`src/hdl/u8he_pkg.sv`:
```
`default_nettype none
// ----------------------------------------------------------------------------
// u8he_pkg
// Shared types, constants and helpers for the UTF-8 aware hex escaper.
// ----------------------------------------------------------------------------
package u8he_pkg;

   localparam int CAPACITY_BITS_DEF = 16;
   localparam int RESET_CAPACITY    = 256;
   localparam int PEND_DEPTH        = 6;
   localparam int HEAD_LEN          = 4;
   localparam int CSR_ADDR_BITS     = 3;

   localparam logic [7:0] CHR_BSLASH = 8'h5c;
   localparam logic [7:0] CHR_X      = 8'h78;

   typedef logic [2:0]                   pend_cnt_type;
   typedef logic [HEAD_LEN-1:0][7:0]     head_type;

   typedef enum logic [2:0] {
      ST_IDLE,
      ST_DECIDE,
      ST_RAW,
      ST_ESC,
      ST_CHECK,
      ST_END
   } state_type;

   // Buffer operations requested by the sequencer.
   typedef struct packed {
      logic       append;
      logic       drop;
      logic       clear;
      logic [7:0] data;
   } buf_ctl_type;

   // Decision for the byte at the head of the pending buffer.
   typedef struct packed {
      logic         empty;
      logic         wait_more;
      logic         raw;
      pend_cnt_type raw_len;
   } class_type;

   function automatic logic [7:0] hex_char(input logic [3:0] nib);
      logic [7:0] r;
      if (nib < 4'd10) begin
         r = 8'h30 + {4'd0, nib};
      end else begin
         r = 8'h57 + {4'd0, nib};
      end
      return r;
   endfunction

endpackage
`default_nettype wire

```
`src/hdl/u8he_class.sv`:
```
`default_nettype none
// ----------------------------------------------------------------------------
// u8he_class
// Classifies the head of the pending buffer: wait, raw unit or escape.
// ----------------------------------------------------------------------------
module u8he_class (
   input  wire u8he_pkg::head_type     head,
   input  wire u8he_pkg::pend_cnt_type cnt,
   input  wire                         eos,
   output u8he_pkg::class_type         cls
);
   import u8he_pkg::*;

   logic [7:0]   b0, b1, b2, b3;
   pend_cnt_type len;
   logic         c1, c2, c3;
   logic [10:0]  v2;
   logic [15:0]  v3;
   logic [20:0]  v4;
   logic         ok2, ok3, ok4, valid, plain;

   // expected sequence length from the lead byte (0 = never a lead)
   always_comb begin
      b0 = head[0];
      b1 = head[1];
      b2 = head[2];
      b3 = head[3];
      if (b0[7] == 1'b0)               len = 3'd1;
      else if (b0[7:5] == 3'b110)      len = 3'd2;
      else if (b0[7:4] == 4'b1110)     len = 3'd3;
      else if (b0[7:3] == 5'b11110)    len = 3'd4;
      else if (b0[7:2] == 6'b111110)   len = 3'd5;
      else if (b0[7:1] == 7'b1111110)  len = 3'd6;
      else                             len = 3'd0;
   end

   always_comb begin
      c1 = (b1[7:6] == 2'b10);
      c2 = (b2[7:6] == 2'b10);
      c3 = (b3[7:6] == 2'b10);
      v2 = {b0[4:0], b1[5:0]};
      v3 = {b0[3:0], b1[5:0], b2[5:0]};
      v4 = {b0[2:0], b1[5:0], b2[5:0], b3[5:0]};
      ok2 = c1 && (v2 >= 11'h080);
      ok3 = c1 && c2 && (v3 >= 16'h0800) && (v3[15:11] != 5'b11011) &&
            !((v3 > 16'hfdcf) && (v3 < 16'hfdf0)) && (v3 != 16'hffff);
      ok4 = c1 && c2 && c3 && (v4 >= 21'h010000) && (v4 <= 21'h10ffff) &&
            (v4[15:0] != 16'hffff);
      // five and six byte forms always exceed the code space
      case (len)
         3'd2:    valid = (cnt >= 3'd2) && ok2;
         3'd3:    valid = (cnt >= 3'd3) && ok3;
         3'd4:    valid = (cnt >= 3'd4) && ok4;
         default: valid = 1'b0;
      endcase
      plain = (b0 inside {[8'h30:8'h39], [8'h41:8'h5a], [8'h61:8'h7a],
                          8'h23, 8'h2b, 8'h2d, 8'h2e, 8'h3a, 8'h3d, 8'h40, 8'h5f});
   end

   always_comb begin
      cls.empty     = (cnt == 3'd0);
      cls.wait_more = (len > 3'd1) && (cnt < len) && !eos;
      cls.raw       = valid || plain;
      cls.raw_len   = valid ? len : 3'd1;
   end

endmodule
`default_nettype wire

```
`src/hdl/u8he_buf.sv`:
```
`default_nettype none
// ----------------------------------------------------------------------------
// u8he_buf
// Pending byte queue: append at the tail, drop from the head by shifting.
// ----------------------------------------------------------------------------
module u8he_buf (
   input  wire                         clock,
   input  wire                         reset,
   input  wire u8he_pkg::buf_ctl_type  ctl,
   output u8he_pkg::head_type          head,
   output u8he_pkg::pend_cnt_type      cnt
);
   import u8he_pkg::*;

   logic [PEND_DEPTH-1:0][7:0] data_ff, data_in;
   pend_cnt_type               cnt_ff, cnt_in;

   always_comb begin
      data_in = data_ff;
      cnt_in  = cnt_ff;
      if (ctl.clear) begin
         cnt_in = 3'd0;
      end else if (ctl.drop) begin
         for (int i = 0; i < PEND_DEPTH - 1; i++) begin
            data_in[i] = data_ff[i+1];
         end
         cnt_in = cnt_ff - 3'd1;
      end else if (ctl.append) begin
         for (int i = 0; i < PEND_DEPTH; i++) begin
            if (3'(i) == cnt_ff) data_in[i] = ctl.data;
         end
         cnt_in = cnt_ff + 3'd1;
      end
   end

   always_ff @(posedge clock) begin
      if (reset) begin
         cnt_ff <= 3'd0;
      end else begin
         cnt_ff <= cnt_in;
      end
   end

   // payload, no reset
   always_ff @(posedge clock) begin
      data_ff <= data_in;
   end

   assign head = data_ff[HEAD_LEN-1:0];
   assign cnt  = cnt_ff;

endmodule
`default_nettype wire

```
`src/hdl/utf8_aware_hex_escaper.sv`:
```
`default_nettype none
// ----------------------------------------------------------------------------
// utf8_aware_hex_escaper
// Byte stream escaper: passes valid UTF-8 and safe ASCII, hex-escapes the rest.
// ----------------------------------------------------------------------------
// Sequence: a request is accepted in IDLE and classified in DECIDE; each output
//   character is sent from RAW or ESC, and each unit adds a CHECK and a further
//   DECIDE; END closes the request, or CHECK does on overflow. A failed six-byte
//   lead is rescanned as six escapes. A discarded request is taken in IDLE and
//   the sequencer stays there.
// Throughput: one request at a time; the sequencer and its single count/compare
//   path set the rate. Output stalls hold the sequencer.
// Reset: synchronous, active high; clears queue count, counters, flags and
//   loads out_capacity = 256 (truncated to CAPACITY_BITS).
// ----------------------------------------------------------------------------
module utf8_aware_hex_escaper #(
   parameter int CAPACITY_BITS = u8he_pkg::CAPACITY_BITS_DEF
) (
   input  wire                                 clock,
   input  wire                                 reset,
   // request stream
   input  wire                                 req_tvalid,
   output logic                                req_tready,
   input  wire  [7:0]                          req_tdata,   // [7:0] in_byte
   input  wire                                 req_tlast,   // end_of_string
   input  wire                                 req_tuser,   // [0] byte_present
   // response stream
   output logic                                rsp_tvalid,
   input  wire                                 rsp_tready,
   output logic [7:0]                          rsp_tdata,   // [7:0] out_byte
   output logic                                rsp_tlast,   // string_done
   output logic [1:0]                          rsp_tuser,   // [0] char_valid, [1] overflow
   // register port
   input  wire                                 csr_psel,
   input  wire                                 csr_penable,
   input  wire                                 csr_pwrite,
   input  wire  [u8he_pkg::CSR_ADDR_BITS-1:0]  csr_paddr,
   input  wire  [31:0]                         csr_pwdata,
   output logic [31:0]                         csr_prdata,
   output logic                                csr_pready
);
   import u8he_pkg::*;

   localparam int CNT_BITS = CAPACITY_BITS + 1;
   localparam int SUM_BITS = CAPACITY_BITS + 2;

   state_type              state_ff, state_in;
   logic [CAPACITY_BITS-1:0] cap_ff, cap_in;
   logic [CNT_BITS-1:0]    emit_ff, emit_in;     // characters sent in this string
   logic                   disc_ff, disc_in;     // dropping until end of string
   logic                   eos_ff, eos_in;       // current request ends the string
   pend_cnt_type           rem_ff, rem_in;       // raw bytes left in this unit
   logic [1:0]             eidx_ff, eidx_in;     // escape character index
   logic [7:0]             ebyte_ff, ebyte_in;   // byte being escaped

   logic                   rvalid_ff, rvalid_in;
   logic [7:0]             rbyte_ff, rbyte_in;
   logic                   rchar_ff, rchar_in;
   logic                   rdone_ff, rdone_in;
   logic                   rovf_ff, rovf_in;

   buf_ctl_type            bctl;
   head_type               head;
   pend_cnt_type           pcnt;
   class_type              cls;

   logic                   req_hs, out_free, emit, cap_hit, csr_wr;
   logic [SUM_BITS-1:0]    sum;

   u8he_buf u_buf (
      .clock (clock),
      .reset (reset),
      .ctl   (bctl),
      .head  (head),
      .cnt   (pcnt)
   );

   u8he_class u_class (
      .head (head),
      .cnt  (pcnt),
      .eos  (eos_ff),
      .cls  (cls)
   );

   // -------------------------------------------------------------- registers
   assign csr_wr     = csr_psel && csr_penable && csr_pwrite && csr_pready;
   assign csr_pready = 1'b1;
   assign csr_prdata = 32'(cap_ff);
   assign cap_in     = (csr_wr && !csr_paddr[2]) ? csr_pwdata[CAPACITY_BITS-1:0] : cap_ff;

   // shared count/compare path: count + 3 against capacity
   assign sum     = SUM_BITS'(emit_ff) + SUM_BITS'(3);
   assign cap_hit = (sum >= SUM_BITS'(cap_ff));

   assign req_tready = (state_ff == ST_IDLE);
   assign req_hs     = req_tvalid && req_tready;
   assign out_free   = !rvalid_ff || rsp_tready;

   // ------------------------------------------------------------ next state
   always_comb begin
      state_in = state_ff;
      case (state_ff)
         ST_IDLE: begin
            if (req_hs && !disc_ff) state_in = ST_DECIDE;
         end
         ST_DECIDE: begin
            if (cls.empty || cls.wait_more) state_in = ST_END;
            else if (cls.raw)               state_in = ST_RAW;
            else                            state_in = ST_ESC;
         end
         ST_RAW: begin
            if (out_free && (rem_ff == 3'd1)) state_in = ST_CHECK;
         end
         ST_ESC: begin
            if (out_free && (eidx_ff == 2'd3)) state_in = ST_CHECK;
         end
         ST_CHECK: begin
            if (!cap_hit)     state_in = ST_DECIDE;
            else if (out_free) state_in = ST_IDLE;
         end
         ST_END: begin
            if (!eos_ff || out_free) state_in = ST_IDLE;
         end
         default: state_in = ST_IDLE;
      endcase
   end

   // --------------------------------------------------------------- outputs
   always_comb begin
      emit_in  = emit_ff;
      disc_in  = disc_ff;
      eos_in   = eos_ff;
      rem_in   = rem_ff;
      eidx_in  = eidx_ff;
      ebyte_in = ebyte_ff;
      bctl     = '0;
      bctl.data = req_tdata;
      emit     = 1'b0;
      rbyte_in = 8'h00;
      rchar_in = 1'b0;
      rdone_in = 1'b0;
      rovf_in  = 1'b0;
      case (state_ff)
         ST_IDLE: begin
            if (req_hs) begin
               if (disc_ff) begin
                  if (req_tlast) begin
                     disc_in    = 1'b0;
                     emit_in    = '0;
                     bctl.clear = 1'b1;
                  end
               end else begin
                  eos_in      = req_tlast;
                  bctl.append = req_tuser;
               end
            end
         end
         ST_DECIDE: begin
            rem_in   = cls.raw_len;
            eidx_in  = 2'd0;
            ebyte_in = head[0];
         end
         ST_RAW: begin
            if (out_free) begin
               emit      = 1'b1;
               rbyte_in  = head[0];
               rchar_in  = 1'b1;
               bctl.drop = 1'b1;
               emit_in   = emit_ff + CNT_BITS'(1);
               rem_in    = rem_ff - 3'd1;
            end
         end
         ST_ESC: begin
            if (out_free) begin
               emit     = 1'b1;
               rchar_in = 1'b1;
               emit_in  = emit_ff + CNT_BITS'(1);
               eidx_in  = eidx_ff + 2'd1;
               case (eidx_ff)
                  2'd0: begin
                     rbyte_in  = CHR_BSLASH;
                     bctl.drop = 1'b1;
                  end
                  2'd1:    rbyte_in = CHR_X;
                  2'd2:    rbyte_in = hex_char(ebyte_ff[7:4]);
                  default: rbyte_in = hex_char(ebyte_ff[3:0]);
               endcase
            end
         end
         ST_CHECK: begin
            if (cap_hit && out_free) begin
               emit       = 1'b1;
               rdone_in   = 1'b1;
               rovf_in    = 1'b1;
               bctl.clear = 1'b1;
               emit_in    = '0;
               disc_in    = !eos_ff;
            end
         end
         ST_END: begin
            if (eos_ff && out_free) begin
               emit       = 1'b1;
               rdone_in   = 1'b1;
               rovf_in    = (cap_ff == '0);
               bctl.clear = 1'b1;
               emit_in    = '0;
            end
         end
         default: begin
            bctl = '0;
         end
      endcase
   end

   // output register, loaded when free
   assign rvalid_in = emit ? 1'b1 : (rsp_tready ? 1'b0 : rvalid_ff);

   always_ff @(posedge clock) begin
      if (reset) begin
         state_ff  <= ST_IDLE;
         cap_ff    <= CAPACITY_BITS'(RESET_CAPACITY);
         emit_ff   <= '0;
         disc_ff   <= 1'b0;
         rvalid_ff <= 1'b0;
      end else begin
         state_ff  <= state_in;
         cap_ff    <= cap_in;
         emit_ff   <= emit_in;
         disc_ff   <= disc_in;
         rvalid_ff <= rvalid_in;
      end
   end

   always_ff @(posedge clock) begin
      eos_ff   <= eos_in;
      rem_ff   <= rem_in;
      eidx_ff  <= eidx_in;
      ebyte_ff <= ebyte_in;
      if (emit) begin
         rbyte_ff <= rbyte_in;
         rchar_ff <= rchar_in;
         rdone_ff <= rdone_in;
         rovf_ff  <= rovf_in;
      end
   end

   assign rsp_tvalid = rvalid_ff;
   assign rsp_tdata  = rbyte_ff;
   assign rsp_tlast  = rdone_ff;
   assign rsp_tuser  = {rovf_ff, rchar_ff};

   // ------------------------------------------------------------ assertions
   // queue never reaches full depth between requests
   a_idle_cnt: assert property (@(posedge clock) disable iff (reset)
      (state_ff == ST_IDLE) |-> (pcnt < 3'(PEND_DEPTH)))
      else $error("pending queue full while idle");

   // dropping mode holds no pending bytes and no count
   a_disc_empty: assert property (@(posedge clock) disable iff (reset)
      disc_ff |-> ((pcnt == 3'd0) && (emit_ff == '0)))
      else $error("state left over while discarding");

   // character count never passes 2**CAPACITY_BITS
   a_emit_range: assert property (@(posedge clock) disable iff (reset)
      emit_ff[CAPACITY_BITS] |-> (emit_ff[CAPACITY_BITS-1:0] == '0))
      else $error("character count out of range");

   // a status response never carries a character
   a_status: assert property (@(posedge clock) disable iff (reset)
      (rsp_tvalid && rsp_tlast) |-> !rsp_tuser[0])
      else $error("status response flagged as character");

   // an overflow status always clears the count for the next string
   a_ovf_clear: assert property (@(posedge clock) disable iff (reset)
      (state_ff == ST_CHECK && cap_hit && out_free) |=> (emit_ff == '0))
      else $error("count not cleared on overflow");

endmodule
`default_nettype wire
```
`config.mk`:
```
export PLATFORM = sky130hd
export DESIGN_NAME = utf8_aware_hex_escaper
export DESIGN_NICKNAME = d
export VERILOG_FILES = /design/src/hdl/u8he_pkg.sv /design/src/hdl/u8he_class.sv /design/src/hdl/u8he_buf.sv /design/src/hdl/utf8_aware_hex_escaper.sv
export SDC_FILE = /design/constraint.sdc
export NUM_CORES = 1
export LEC_CHECK = 0
export BUFFER_PORTS_ARGS = -buffer_cell sky130_fd_sc_hd__buf_2
export CORE_MARGIN = 5
export CORE_UTILIZATION = 55
export DETAILED_ROUTE_END_ITERATION = 16
export PLACE_DENSITY = 0.79
export SYNTH_ARGS = -nofsm -noshare
export SYNTH_HDL_FRONTEND = slang
export SYNTH_SLANG_ARGS = --single-unit
```
`constraint.sdc`:
```
create_clock -name clock -period 4.85 [get_ports clock]
set_input_delay 0.2425 -clock clock [delete_from_list [all_inputs] [get_ports clock]]
set_output_delay 0.2425 -clock clock [all_outputs]
set_load 0.01 [all_outputs]
```
==> run metrics, run 1 <==
number of remaining DRC errors 0; Max Used Layer met4; Core Rows 40; number of global-route vias before repair 5047; die area 0.0143 mm2; diodes inserted 0; top cells by area, synth edfxtp_1, dfxtp_1, ha_1, nand2_1, a21o_1; pwr/cell area 502 mW/mm2; routed via count 5380; Max Root-Sink Buffers 2; Final period util 84.6%; relative slew slack 28.5%; async set-reset flop share out of synthesis 0%; total CTS buffers 17; Place WS 0.841 ns; maximum fanout along the worst path 20; hold buffers post-CTS 0; RSZ-0062 raised after global routing no; Syn Inst Count 699; final core occ 63.1%; Critical Path Max Stage Delay 0.66 ns; Max Cap Viol 0; clk slew on worst S/H paths 0.06 ns; #FFs+latches synth 114; Synth area leader edfxtp_1; status completed; layout cell share with drive strength beyond 1 13.7%; metal2 WL 6.98 mm; Max IR drop VDD 0.000272 V; clk sink count 114; area share of the largest cell type after synthesis 33.1%; CP max-delay cell o31ai_1; syn_area_per_cell 9.48 um2; Post-CTS Setup Repair Bufs 0; worst-path cell chain nand4_2 > nor2_1 > nand2_1 > xnor2_1 > ha_1 > and3_1 > o21a_1 > o31ai_1 > a211o_1 > nand2_1 > a2111oi_0; skew final 0.00838 ns; EDFF count, synth 73; Crit path arrival time 4.41 ns; placed cells 873; detailed placer's ending HPWL 10.6 mm; # setup viols final 0; first-pass GRT wire length 24.2 mm; CTS tree yes; Fin Hold WS 0.0273 ns; FMAX 244 MHz; minimum clock period 4.10 ns; CP Capture Type flop; Main synth FF type edfxtp_1; startpoint types flop; # resized after CTS 0; Total GRT Usage 20.8%; # nets final 831; sequential area share after synthesis 45.5%; die width 120 um; Area growth syn-to-layout 13.5%; area of the mapped netlist 0.00663 mm2; Worst Hold Class in2reg; GP Congestion 0.918; IO Port Bufs 62; most frequent cells in the layout nand2_1, edfxtp_1, buf_2; H-tree depth 4; met3 WL 789 um; largest net degree at the start of global routing 43; Crit path top cell by count nand2_1; Ys Warns 0; fin worst setup slack 0.747 ns; GR Overflow Total 0; CP Class reg2reg; Max Slew Vio Count 0; Final Hold Vio Count 0; most common cell after layout, fill and taps aside nand2_1; antenna violations before repair 0; Die Y 120 um; WL final 14.6 mm; CP required 5.15 ns; post-route ant nets 0; Yosys cell types 70; drt first pass iters 7; worst slew pin tran 1.06 ns; crit path buf inv count 0; vias per cell 5.94; initial DRC count 586; P_leak 3.05 nW; fillcell total 937; routed len/inst 16.2 um; delay-heaviest family, CP compound AO/OA/AOI/OAI gates; Initial Utilization 55.6%; Root Driver clkbuf_16; clock latency on the worst-skew pair 0.42 ns; IO Count 98; Sum Neg Setup Slack 0 ns; Post-Layout Cell Count 905; met1 WL 6.56 mm; core area 0.0119 mm2
==> synth_stat cells, drive strengths merged, types with 9 or more instances <==
master,count
dfxtp,41
nand3,17
o21ai,31
nor4,10
nand2,81
nor2,41
inv,42
clkbuf,25
nand2b,9
ha,34
buf,28
xnor2,13
a21oi,52
a21o,40
nor3,12
and2,19
edfxtp,73
==> final timing paths <==
check | to | slack, ns | startpoint | cells after the start
max | u_buf.cnt[1] | 0.75 | emit_ff[3] | 11
min reg2reg | cap_ff[10] | 0.50 | cap_ff[10] | 2
min | cap_ff[8] | 0.03 | csr_pwdata[8] | 2
max reg2reg | u_buf.cnt[1] | 0.75 | emit_ff[3] | 11
==> registers in the layout, summed over array words and instances, names as in the netlist, 2 cells and up <==
signal,flops
u_buf.cnt,3
u_buf.head,32
ebyte_ff,8
cap_ff,16
u_buf.data_ff,16
rem_ff,3
emit_ff,17
eidx_ff,2
state_ff,3
rsp_tdata,8
==> report_power, final <==
| part | total, W | internal, W | switching, W |
|---|---|---|---|
| Sequential | 0.00150 | 0.00130 | 0.000201 |
| Combinational | 0.00101 | 0.000385 | 0.000621 |
| Clock | 0.00127 | 0.000809 | 0.000463 |
==> metrics by stage <==
| stage | instance area, um2 | power [W] |
|---|---|---|
| 2_1_floorplan | 6680 | 0.00224 |
| 3_3_place_gp | 6910 | 0.00244 |
| 3_5_place_dp | 6910 | 0.00250 |
| 4_1_cts | 7520 | 0.00378 |
| 5_1_grt | 7520 | 0.00399 |
| 6_report | 7520 | 0.00378 |
==> metal layers <==
layer  global-route usage [%]  vias to the layer above
met5                        0                        -
met4                     8.88                        0
met1                     27.5                     2567
li1                         -                     2608
met3                     5.09                       25
met2                     32.6                      180
==> worst reg2reg max path, delay by kind of cell, from the launching register on <==
family | cells | cell delay (ns)
xor gates and xnor gates | 1 | 0.19
DFF | 1 | 0.52
adders and majority gates | 1 | 0.27
and+or+nand+nor | 5 | 1.45
AOI/OAI and AO/OA | 4 | 1.55
==> kinds of logic after synthesis <==
family          after synthesis  share of synthesized area, %
flops                       114                          45.5
mux                           3                         0.472
buf+inv                      95                          6.70
compound gates              188                          19.1
fa+ha+maj                    34                          6.42
xor+xnor                     21                          2.78
simple gates                242                          19.0
other cells                   2                         0.113
==> layout make-up <==
type | instances | area (um2) | area share (%)
flip-flops and latches | 114 | 3010 | 40.1
multi-input cells | 505 | 3230 | 42.9
inverters | 42 | 158 | 2.10
clock inverters | 15 | 181 | 2.41
well taps | 147 | 184 | 2.45
clock buffers | 17 | 425 | 5.66
repair buffers | 65 | 333 | 4.43
No activity file was read; power rests on OpenSTA's default activity.
==> inputs of run 2 (changes only) <==
==> constraint.sdc (replaced) <==
create_clock -name clock -period 4.1 [get_ports clock]
set_input_delay 0.205 -clock clock [delete_from_list [all_inputs] [get_ports clock]]
set_output_delay 0.205 -clock clock [all_outputs]
set_load 0.01 [all_outputs]
==> run metrics, run 2 (synthesized netlist as in run 1, its figures left out) <==
status completed; # setup viols final 0; minimum clock period 3.72 ns; number of remaining DRC errors 0; maximum fanout along the worst path 11; Initial Utilization 55.6%; diodes inserted 0; post-route ant nets 0; clk sink count 114; GR Layer Usage met2 33.4%; Place WS 0.255 ns; Max IR drop VDD 0.000430 V; Final period util 90.8%; Post-CTS Setup Repair Bufs 0; drt first pass iters 6; detailed placer's ending HPWL 10.6 mm; initial DRC count 575; routed len/inst 16.5 um; pwr/cell area 597 mW/mm2; fin worst setup slack 0.375 ns; Max Root-Sink Buffers 2; die width 120 um; Area growth syn-to-layout 14.6%; vias per cell 5.97; FMAX 268 MHz; CP Capture Type flop; hold depth 3; first-pass GRT wire length 25.1 mm; worst slew pin tran 1.08 ns; GR Util met1 28.6%; die area 0.0143 mm2; Fin Hold WS 0.0261 ns; CP required 4.23 ns; antenna violations before repair 0; routed via count 5442; IO Count 98; WL final 15.1 mm; max FFs per register 32; Core Rows 40; CP Class reg2reg; most common cell after layout, fill and taps aside nand2_1; largest net degree at the start of global routing 43; Die Y 120 um; core area 0.0119 mm2; clock latency on the worst-skew pair 0.42 ns; Total GRT Usage 21.5%; H-tree depth 4; GP Congestion 0.930; RSZ-0062 raised after global routing no; Max Cap Viol 0; startpoint types flop; IO Port Bufs 62; fillcell total 922; total CTS buffers 17; Max Slew Vio Count 0; number of global-route vias before repair 5184; skew final 0.00699 ns; # nets final 838; most frequent cells in the layout nand2_1, edfxtp_1, buf_2; most used routing layer met2; layout cell share with drive strength beyond 1 14.2%; final core occ 63.7%; relative slew slack 27.1%; r2r worst-path depth 12; met3 usage 5.66%; Final Hold Vio Count 0; CTS tree yes; GR Overflow Total 0; P_leak 3.10 nW; clk slew on worst S/H paths 0.05 ns; Crit path arrival time 3.85 ns; Final Cell Area 0.00759 mm2; Worst Hold Class in2reg; Root Driver clkbuf_16; placed cell areas 0.00697 mm2; Sum Neg Setup Slack 0 ns
run 2: per-stage QoR:
step / std cells / total power [W]
after global placement: 880 / 0.00290
after global routing: 912 / 0.00479
after floorplan: 714 / 0.00265
after CTS: 912 / 0.00453
final: 912 / 0.00453
after detailed placement: 880 / 0.00296
run 2: path summary, 6_finish.rpt:
path,slack (ns),startpoint,endpoint
min reg2reg,0.50,cap_ff[1],cap_ff[1]
max,0.38,emit_ff[1],rsp_tdata[4]
min,0.03,csr_pwdata[2],cap_ff[2]
max reg2reg,0.38,emit_ff[1],rsp_tdata[4]
run 2: layout make-up:
class	instances	area, um2	share of cell area, %
Sequential cell	114	3010	39.7
Tap cell	147	184	2.42
Inverter	42	158	2.08
Multi-Input combinational cell	505	3230	42.5
Timing Repair Buffer	72	385	5.08
Clock buffer	22	464	6.11
Clock inverter	10	159	2.09
run 2: where the power goes:
| part | total [W] | internal, W | leakage [nW] | switching, W |
|---|---|---|---|---|
| Sequential | 0.00177 | 0.00153 | 1.00 | 0.000235 |
| Combinational | 0.00121 | 0.000463 | 1.80 | 0.000747 |
| Clock | 0.00156 | 0.00104 | 0.302 | 0.000511 |
run 2: critical path, cell delays in order (launching register included):
cell and delay, ns:
dfxtp_1 0.43, inv_1 0.08, ha_1 0.25, nor2_1 0.37, nand2_1 0.13, xnor2_1 0.24
ha_1 0.29, and3_1 0.18, o21a_1 0.12, o31ai_1 0.66, a21oi_1 0.22, nor2_1 0.25
a21oi_2 0.20
run 2: per-layer routing:
layer	part of all wire, %	wire length, um	vias up
li1	-	-	2615
met1	44	6620	2590
met2	48	7180	206
met3	6.3	953	31
met4	2.1	314	0
met5	0	0	-
run 2: what timing repair did:
| action | CTS | global route |
|---|---|---|
| endpoints found under the setup margin | 0 | 11 |
| gates resized for setup | 0 | 1 |
| hold buffers | 0 | 0 |
